File: src/rtl/flpw_pkg.sv
// Shared types, constants and microcode program of the four-level page walk.
package flpw_pkg;

  // Default number of page-table frames in the local store.
  localparam int unsigned STORE_FRAMES_DEF = 16;

  // Table geometry: 512 entries per table, 9 index bits per level.
  localparam int unsigned IDX_BITS          = 9;
  localparam int unsigned ENTRIES_PER_TABLE = 1 << IDX_BITS;
  localparam int unsigned IDX_MASK          = (1 << IDX_BITS) - 1;
  localparam int unsigned PAGE_SHIFT        = 12;
  localparam int unsigned WALK_LEVELS       = 4;
  localparam logic [1:0]  TOP_LEVEL         = 2'(WALK_LEVELS - 1);

  // Field widths.
  localparam int unsigned VA_W    = 48;
  localparam int unsigned PA_W    = 52;
  localparam int unsigned PTE_W   = 64;
  localparam int unsigned EIDX_W  = 13;
  localparam int unsigned STAT_W  = 3;
  localparam int unsigned ROOT_W  = 4;
  localparam int unsigned CFG_W   = 48;
  localparam int unsigned CIDX_W  = 2;
  localparam int unsigned PFN_W   = PA_W - PAGE_SHIFT;

  // Entry bit positions.
  localparam int unsigned PTE_PRESENT = 0;
  localparam int unsigned PTE_USER    = 2;

  // Configuration register indexes.
  localparam logic [CIDX_W-1:0] CFG_ROOT_FRAME = 2'd0;
  localparam logic [CIDX_W-1:0] CFG_VA_LOW     = 2'd1;
  localparam logic [CIDX_W-1:0] CFG_VA_HIGH    = 2'd2;

  // Configuration reset values.
  localparam logic [ROOT_W-1:0] ROOT_RESET    = '0;
  localparam logic [VA_W-1:0]   VA_LOW_RESET  = 48'h0000_0000_1000;
  localparam logic [VA_W-1:0]   VA_HIGH_RESET = 48'h8000_0000_0000;

  // Result status codes.
  localparam logic [STAT_W-1:0] ST_OK          = 3'd0;
  localparam logic [STAT_W-1:0] ST_WINDOW      = 3'd1;
  localparam logic [STAT_W-1:0] ST_NOT_PRESENT = 3'd2;
  localparam logic [STAT_W-1:0] ST_USER        = 3'd3;
  localparam logic [STAT_W-1:0] ST_OUTSIDE     = 3'd4;

  // Input function codes.
  localparam logic FUNC_WRITE     = 1'b0;
  localparam logic FUNC_TRANSLATE = 1'b1;

  // Microcode step addresses.
  localparam int unsigned PC_W = 2;
  localparam logic [PC_W-1:0] STEP_IDLE   = 2'd0;
  localparam logic [PC_W-1:0] STEP_WALK   = 2'd1;
  localparam logic [PC_W-1:0] STEP_FINISH = 2'd2;

  typedef enum logic [1:0] {
    ACT_NOP    = 2'd0,
    ACT_ACCEPT = 2'd1,
    ACT_WALK   = 2'd2,
    ACT_EMIT   = 2'd3
  } act_e;

  typedef enum logic [1:0] {
    COND_ALWAYS   = 2'd0,
    COND_IN_VALID = 2'd1,
    COND_MORE     = 2'd2,
    COND_OUT_FREE = 2'd3
  } cond_e;

  // One control word: datapath action, jump condition and target, and
  // whether a failed condition holds the step instead of advancing.
  typedef struct packed {
    act_e            act;
    cond_e           cond;
    logic [PC_W-1:0] target;
    logic            stay;
  } ucode_t;

  // Jump conditions gathered from the request input, the datapath and the output side.
  typedef struct packed {
    logic in_valid;
    logic more;
    logic out_free;
  } seq_cond_t;

  typedef struct packed {
    logic [ROOT_W-1:0] root_frame;
    logic [VA_W-1:0]   va_low;
    logic [VA_W-1:0]   va_high;
  } cfg_t;

  // Microcode program.
  function automatic ucode_t ucode_rom(input logic [PC_W-1:0] pc);
    ucode_t w;
    case (pc)
      STEP_IDLE:   w = '{act: ACT_ACCEPT, cond: COND_IN_VALID, target: STEP_WALK, stay: 1'b1};
      STEP_WALK:   w = '{act: ACT_WALK, cond: COND_MORE, target: STEP_WALK, stay: 1'b0};
      STEP_FINISH: w = '{act: ACT_EMIT, cond: COND_OUT_FREE, target: STEP_IDLE, stay: 1'b1};
      default:     w = '{act: ACT_NOP, cond: COND_ALWAYS, target: STEP_IDLE, stay: 1'b0};
    endcase
    return w;
  endfunction

  // Table index bits of a virtual address for one level.
  function automatic logic [IDX_BITS-1:0] va_slot(input logic [VA_W-1:0] va,
                                                  input logic [1:0] lvl);
    logic [IDX_BITS-1:0] s;
    case (lvl)
      2'd0:    s = va[PAGE_SHIFT                +: IDX_BITS];
      2'd1:    s = va[PAGE_SHIFT + IDX_BITS     +: IDX_BITS];
      2'd2:    s = va[PAGE_SHIFT + 2 * IDX_BITS +: IDX_BITS];
      default: s = va[PAGE_SHIFT + 3 * IDX_BITS +: IDX_BITS];
    endcase
    return s;
  endfunction

endpackage

File: src/rtl/flpw_seq.sv
// Microcode sequencer: step counter, control-word table and conditional jumps.
module flpw_seq (
  input  logic                clk_i,
  input  logic                rst_ni,
  input  flpw_pkg::seq_cond_t cond_i,
  output flpw_pkg::ucode_t    ctrl_o
);

  logic [flpw_pkg::PC_W-1:0] pc_q, pc_d;
  flpw_pkg::ucode_t          word;
  logic                      taken;

  assign word = flpw_pkg::ucode_rom(pc_q);

  always_comb begin
    case (word.cond)
      flpw_pkg::COND_ALWAYS:   taken = 1'b1;
      flpw_pkg::COND_IN_VALID: taken = cond_i.in_valid;
      flpw_pkg::COND_MORE:     taken = cond_i.more;
      flpw_pkg::COND_OUT_FREE: taken = cond_i.out_free;
      default:                 taken = 1'b0;
    endcase
  end

  always_comb begin
    if (taken) begin
      pc_d = word.target;
    end else if (word.stay) begin
      pc_d = pc_q;
    end else begin
      pc_d = pc_q + 1'b1;
    end
  end

  always_ff @(posedge clk_i or negedge rst_ni) begin
    if (!rst_ni) begin
      pc_q <= flpw_pkg::STEP_IDLE;
    end else begin
      pc_q <= pc_d;
    end
  end

  assign ctrl_o = word;

endmodule

File: config.mk
export PLATFORM = sky130hd
export DESIGN_NAME = flpw_seq
export DESIGN_NICKNAME = d
export VERILOG_FILES = /design/src/rtl/flpw_pkg.sv /design/src/rtl/flpw_seq.sv
export SDC_FILE = /design/constraint.sdc
export NUM_CORES = 1
export LEC_CHECK = 0
export BUFFER_PORTS_ARGS = -buffer_cell sky130_fd_sc_hd__buf_4
export CAP_MARGIN = 20
export CELL_PAD_IN_SITES_DETAIL_PLACEMENT = 1
export CELL_PAD_IN_SITES_GLOBAL_PLACEMENT = 2
export CORE_AREA = 2 2 39 41
export DETAILED_ROUTE_END_ITERATION = 12
export DIE_AREA = 0 0 41 43
export PLACE_DENSITY_LB_ADDON = 0.1
export SLEW_MARGIN = 20
export SYNTH_ARGS = -nofsm -noshare
export SYNTH_HDL_FRONTEND = slang
export SYNTH_SLANG_ARGS = --single-unit
export TNS_END_PERCENT = 100
File: constraint.sdc
create_clock -name clk_i -period 1.5 [get_ports clk_i]
set_input_delay 0.3 -clock clk_i [delete_from_list [all_inputs] [get_ports clk_i]]
set_output_delay 0.3 -clock clk_i [all_outputs]
set_load 0.03 [all_outputs]
==> impl_metrics.yaml, run 1 <==
drt:
  wire_per_inst_um: 10.2
  antenna_left: 0
  drcViolationCount: 0
  drtIter0Drc: 0
  drt-vias-per-instance: 4.00
  dr.pass1.iters: 1
  num_vias: 252
  wl_um: 643
yosys:
  yosysWarnings: 0
  synth_area_per_cell_um2: 8.93
  synth_top_area_share_pct: 38.6
  ys_types: 13
  yosys.area.top_type: "ha_1"
  yosys-top-cells-area: "ha_1, dfrtp_1, buf_4"
  synth_area_um2: 259
  ys_ff_latch: 2
  netlist_instances: 29
  synth_nets: 42
  ys_seq_area_share_pct: 19.3
clock_network:
  cts_tree: "built"
  clk_pin_slew_ps: 30
  clock_latency_ps: 220
  cts-buffers-inserted: 3
  htreeDepth: 1
  cts_buffer_depth: 2
  cts.sinks: 2
  clockRootBuffer: "clkbuf_4"
die:
  initial_core_util_pct: 18.7
  die_x_um: 41
  die_y_um: 43
  io_pins: 12
  core-area_mm2: 0.00138
  rows: 14
  dieArea_mm2: 0.00176
sta:
  worst_slack_ps: -24.8
  hold_viol: 0
  timing.hold.ws_ps: 390
  rsz0062_at_grt: "true"
  fin_crit_sh_pct: 102
  max_freq_mhz: 656
  finalMaxSlewViolations: 0
  setup_violations: 6
  finalCriticalPeriod_ps: 1520
  fin_skew_ps: 2.33
outcome:
  status: "complete, but fails checks"
  violations: "setup timing"
global_route:
  grt_antenna_before_repair: 0
  grt_overflow: 0
  gr-usage-met2_pct: 14.1
  gr-usage-met1_pct: 9.97
  grt_pass1_wl_mm: 1.08
  grt.busiest_layer: "met2"
  track_usage_pct: 9.44
  grt_pass1_vias: 267
  grt_max_degree: 6
  grt.met3_usage_pct: 3.14
job:
  drv_cap: 0
setup_path:
  required_ps: 1200
  crit_path_end_kind: "primary output"
  cp_max_fo: 4
  cp-start-kind: "register"
  critPathKind: "register to primary output"
  arrival_ps: 1220
cells_and_area:
  drive_gt1_share_pct: 70.2
  final_cells: 63
  n_antenna_cell: 0
  largest_reg_flops: 2
  largest_registers: "pc_q: 2 flops"
  regMostFlops: "pc_q"
  final_nets: 62
  area_delta_synth_final_pct: 91.3
  nFillCells: 159
place:
  dp_hpwl_um: 451
  portBuffers: 10
  placed_cells: 53
  gp_congestion: 0.705
hold_path:
  hold_path_class: "input pin to async pin"
what timing repair did:
item | CTS | global route
hold buffers | 1 | 0
setup buffers | 5 | 1
pin swaps | 4 | 2
setup endpoints to repair | 6 | 7
hold endpoints to repair | 2 | 0
gates resized for setup | 16 | 3
layout by cell type, fill, tap and decap left out:
cell type       n
buf_4          12
buf_6           6
ha_1            5
inv_2           3
nor2_4          3
clkbuf_4        3
nand2_1         2
ha_4            2
dfrtp_1         2
xnor2_1         1
a22oi_2         1
a21oi_1         1
mux2_2          1
o21ai_0         1
a21oi_2         1
ha_2            1
conb_1          1
dlygate4sd3_1   1
final cells by class:
| cell class | count | area (um2) | area share, % |
|---|---|---|---|
| multi-input cells | 20 | 224 | 45.2 |
| repair buffers | 19 | 168 | 33.8 |
| flip-flops and latches | 2 | 50.0 | 10.1 |
| clock buffers | 3 | 22.5 | 4.55 |
| well taps | 16 | 20.0 | 4.04 |
| inverters | 3 | 11.3 | 2.27 |
worst max-delay path: stages, from the launching register on:
cell and delay, ps:
dfrtp_1 400, inv_2 130, ha_4 180, nor2_4 40
nor2_4 110, buf_6 140
through the flow:
stage / utilization (%) / worst slack [ps] / instance area (um2) / setup TNS, ps
6_report: 35.8 / -24.8 / 495 / -123
5_1_grt: 35.8 / -103 / 495 / -655
4_1_cts: 34.4 / -54.3 / 477 / -250
3_5_place_dp: 24.7 / 79.2 / 342 / 0
3_3_place_gp: 24.7 / 83.7 / 342 / 0
2_1_floorplan: - / 0.229 / 262 / 0
cell families (layout without fill, tap and decap cells):
| group | count (synthesis) | after routing | share of synthesized area [%] |
|---|---|---|---|
| compound gates | 4 | 4 | 8.70 |
| other cells | 1 | 1 | 1.45 |
| xor+xnor | 1 | 1 | 3.38 |
| fa+ha+maj | 8 | 8 | 38.6 |
| simple gates | 5 | 5 | 8.22 |
| mux | 1 | 1 | 4.35 |
| buf+inv | 7 | 25 | 15.9 |
| flops | 2 | 2 | 19.3 |
synth_stat cells, drive strengths merged:
master and n:
a21oi 2, a22oi 1, buf 4, conb 1, dfrtp 2, ha 8
inv 3, mux2 1, nand2 2, nor2 3, o21ai 1, xnor2 1
path summary, 6_finish.rpt:
path	depth (start not counted)	from	slack (ps)	endpoint
max	5	pc_q[1]$_DFFE_PN0P_	-20	ctrl_o[1]
min reg2reg	3	pc_q[1]$_DFFE_PN0P_	750	pc_q[1]$_DFFE_PN0P_
max in group asynchronous	2	rst_ni	1020	pc_q[0]$_DFFE_PN0P_
min	2	rst_ni	390	pc_q[1]$_DFFE_PN0P_
max reg2reg	6	pc_q[0]$_DFFE_PN0P_	30	pc_q[0]$_DFFE_PN0P_
min in group clk_i	5	cond_i[0]	470	pc_q[1]$_DFFE_PN0P_
metal layers:
layer	part of all wire, %	up-vias	wire length, um
li1	-	122	-
met1	38	117	246
met2	52	11	333
met3	7.2	2	46
met4	2.6	0	17
met5	0	-	0
Power of run 1 is left out: the tool's default activity adds up to more than one toggle a clock period on the data nets, which glitch-free logic cannot reach.
==> run 2: changes to the inputs <==
Settings changed: GPL_ROUTABILITY_DRIVEN set to 1.
Clock period 1.5 ns to 1.53 ns, I/O delays scaled along.
==> impl_metrics.yaml, run 2 (synthesis gave the netlist of run 1 again) <==
cells_and_area:
  largest_registers: "pc_q: 2 flops"
  regMostFlops: "pc_q"
  n_antenna_cell: 0
  final_nets: 60
  multi_input_area_um2: 229
  final_util_pct: 34.5
  layout_common_cells: "buf_4, ha_1"
  nFillCells: 164
  drive_gt1_share_pct: 68.9
  area_delta_synth_final_pct: 84.5
  regArea_um2: 51.3
  largest_reg_flops: 2
  final_common_cell: "buf_4"
  final_cells: 61
drt:
  drcViolationCount: 0
  drt-vias-per-instance: 3.89
  antenna_left: 0
  num_vias: 237
  wl_um: 621
  wire_per_inst_um: 10.2
  dr.pass1.iters: 1
  drtIter0Drc: 0
die:
  rows: 14
  die_x_um: 41
  core-area_mm2: 0.00138
  die_y_um: 43
  initial_core_util_pct: 18.7
  dieArea_mm2: 0.00176
  io_pins: 12
sta:
  setup_violations: 5
  max_freq_mhz: 647
  timing.hold.ws_ps: 402
  fin_crit_sh_pct: 101
  fin_tns_setup_ps: -45.3
  fin_skew_ps: 3.28
  hold_viol: 0
  rsz0062_at_grt: "true"
  finalMaxSlewViolations: 0
  finalCriticalPeriod_ps: 1550
  worst_slack_ps: -16.8
clock_network:
  cts_buffer_depth: 2
  cts-buffers-inserted: 3
  cts_tree: "built"
  clk_pin_slew_ps: 30
  clock_latency_ps: 220
  htreeDepth: 1
  clockRootBuffer: "clkbuf_4"
  cts.sinks: 2
setup_path:
  critPathKind: "register to primary output"
  crit_path_end_kind: "primary output"
  arrival_ps: 1240
  cp_max_fo: 5
  cp-start-kind: "register"
  required_ps: 1220
global_route:
  gr-usage-met2_pct: 13.8
  grt_pass1_wl_mm: 1.10
  grt.met3_usage_pct: 1.57
  grt_max_degree: 6
  track_usage_pct: 9.43
  grt_overflow: 0
  grt.busiest_layer: "met2"
  grt_pass1_vias: 257
  grt_antenna_before_repair: 0
  gr-usage-met1_pct: 11.2
place:
  gp_congestion: 0.758
  portBuffers: 10
  placed_cells: 52
outcome:
  status: "complete, but fails checks"
  violations: "setup timing"
hold_path:
  hold_path_class: "input pin to async pin"
job:
  drv_cap: 0
run 2: changes by cell type in the layout (fill, tap and decap cells not counted):
cell | previous run | this run
a22oi_1 | 0 | 1
ha_2 | 1 | 0
a22oi_2 | 1 | 0
inv_2 | 3 | 2
ha_4 | 2 | 3
inv_4 | 0 | 1
dfrtp_2 | 0 | 1
buf_6 | 6 | 3
dfrtp_1 | 2 | 1
buf_4 | 12 | 13
run 2: path summary, 6_finish.rpt:
kind	startpoint	to	depth (start not counted)	slack [ps]
max	pc_q[1]$_DFFE_PN0P_	ctrl_o[5]	5	-20
min	rst_ni	pc_q[0]$_DFFE_PN0P_	2	400
max reg2reg	pc_q[1]$_DFFE_PN0P_	pc_q[0]$_DFFE_PN0P_	6	30
min reg2reg	pc_q[1]$_DFFE_PN0P_	pc_q[1]$_DFFE_PN0P_	3	790
max in group asynchronous	rst_ni	pc_q[1]$_DFFE_PN0P_	2	1030
min in group clk_i	cond_i[0]	pc_q[1]$_DFFE_PN0P_	4	410
run 2: what timing repair did:
item / 4_1_cts / 5_1_grt
endpoints found under the setup margin: 6 / 6
buffers inserted: 2 / 3
hold buffers: 1 / 0
endpoints found under the hold margin: 2 / 0
resized for setup: 14 / 4
pin swaps: 4 / 3
run 2: layout make-up:
type                            count  area share [%]
Inverter                            3            2.88
Multi-Input combinational cell     20            47.9
Timing Repair Buffer               17            29.6
Tap cell                           16            4.19
Clock buffer                        3            4.71
Sequential cell                     2            10.7
run 2: through the flow:
stage	worst slack, ps	cell area [um2]
3_3_place_gp	24.1	334
2_1_floorplan	22.0	262
5_1_grt	-78.7	478
4_1_cts	-11.3	433
3_5_place_dp	-6.46	334
6_report	-16.8	478
run 2: worst max-delay path, stage by stage, from the launching register on:
cell	delay, ps
dfrtp_2	430
inv_4	80
ha_4	190
nor2_4	110
inv_2	50
buf_4	160
run 2: routing by layer:
metal / wire, um / part of all wire, %
met1: 262 / 42
met2: 310 / 50
met3: 31 / 5.0
met4: 17 / 2.7
met5: 0 / 0
Power of run 2 is left out for the same reason.
==> run 3: changes to the inputs <==
Settings changed: SKIP_CTS_REPAIR_TIMING set to 1.
==> impl_metrics.yaml, run 3 (synthesis gave the netlist of run 1 again) <==
drt:
  wire_per_inst_um: 10.7
  drt-vias-per-instance: 3.92
  wl_um: 633
  antenna_left: 0
  dr.pass1.iters: 2
  drtIter0Drc: 1
  drcViolationCount: 0
  num_vias: 231
sta:
  hold_viol: 0
  setup_violations: 5
  max_freq_mhz: 643
  worst_slack_ps: -24.1
  fin_crit_sh_pct: 102
  fin_skew_ps: 2.82
  rsz0062_at_grt: "true"
  finalMaxSlewViolations: 0
  finalCriticalPeriod_ps: 1550
cells_and_area:
  nFillCells: 164
  final_nets: 58
  n_antenna_cell: 0
  design_area_um2: 473
  drive_gt1_share_pct: 65.1
  multi_input_area_um2: 225
  area_delta_synth_final_pct: 82.6
  regArea_um2: 51.3
  largest_registers: "pc_q: 2 flops"
  largest_reg_flops: 2
  final_common_cell: "buf_4"
  regMostFlops: "pc_q"
  layout_common_cells: "buf_4, buf_6, ha_1"
setup_path:
  required_ps: 1220
  reg2reg_slack_ps: 110
  cp-start-kind: "register"
  critPathKind: "register to primary output"
  crit_buf_inv: 2
  r2r_cells: 6
  reg2reg_from: "pc_q[0]$_DFFE_PN0P_"
  worst_path_max_delay_cell: "dfrtp_2"
  cp_top_family: "flip-flops"
  crit_path_frequent_cell: "nor2_4"
  cpPeakStageDelay_ps: 450
  arrival_ps: 1250
  crit_path_end_kind: "primary output"
  worstReg2RegEnd: "pc_q[0]$_DFFE_PN0P_"
  crit_chain: "inv_4 > ha_4 > nor2_4 > nor2_4 > buf_6"
  cp_max_fo: 5
die:
  rows: 14
  initial_core_util_pct: 18.7
  io_pins: 12
  die_x_um: 41
  core-area_mm2: 0.00138
  dieArea_mm2: 0.00176
  die_y_um: 43
outcome:
  violations: "setup timing"
  status: "complete, but fails checks"
global_route:
  grt_pass1_vias: 224
  grt.busiest_layer: "met2"
  grt_antenna_before_repair: 0
  gr-usage-met1_pct: 9.29
  grt_overflow: 0
  grt.met3_usage_pct: 1.57
  gr-usage-met2_pct: 10.9
  grt_pass1_wl_um: 897
  grt_max_degree: 7
  track_usage_pct: 7.62
clock_network:
  htreeDepth: 1
  clock_latency_ps: 220
  cts_tree: "built"
  clockRootBuffer: "clkbuf_4"
  clk_pin_slew_ps: 30
  cts-buffers-inserted: 3
  cts_buffer_depth: 2
  cts.sinks: 2
place:
  portBuffers: 10
  gp_congestion: 0.758
  place_area_um2: 334
hold_path:
  hold_path_class: "input pin to async pin"
job:
  drv_cap: 0
[run 3: worst max path at each step]
stage	startpoint	to	slack, ps	cells after the start
after floorplan	pc_q[0]$_DFFE_PN0P_	ctrl_o[3]	20	5
after global placement	pc_q[1]$_DFFE_PN0P_	ctrl_o[0]	20	5
after detailed placement	pc_q[1]$_DFFE_PN0P_	ctrl_o[5]	-6	5
after CTS	pc_q[1]$_DFFE_PN0P_	ctrl_o[5]	-240	5
after global routing	pc_q[1]$_DFFE_PN0P_	ctrl_o[1]	-100	5
final	pc_q[1]$_DFFE_PN0P_	ctrl_o[1]	-20	5
[run 3: per-layer routing]
metal | vias to the layer above | wire, um
met5 | - | 0
met4 | 0 | 16
met3 | 2 | 42
met2 | 11 | 315
met1 | 104 | 259
li1 | 114 | -
[run 3: cell type report]
type                            instances  area share (%)
Multi-Input combinational cell         20            47.6
Timing Repair Buffer                   15            29.1
Sequential cell                         2            10.8
Clock buffer                            3            4.76
Tap cell                               16            4.23
Inverter                                3            3.44
[run 3: per-stage QoR]
stage	utilization (%)	TNS [ps]	worst slack (ps)	instances	hold slack, ps
after floorplan	-	0	22.0	29	10.4
after global placement	24.1	0	24.1	52	88.7
after detailed placement	24.1	-17.5	-6.46	52	89.6
after CTS	25.8	-1110	-244	55	-147
after global routing	34.2	-459	-97.8	59	401
final	34.2	-58.9	-24.1	59	397
Power of run 3 is left out for the same reason.
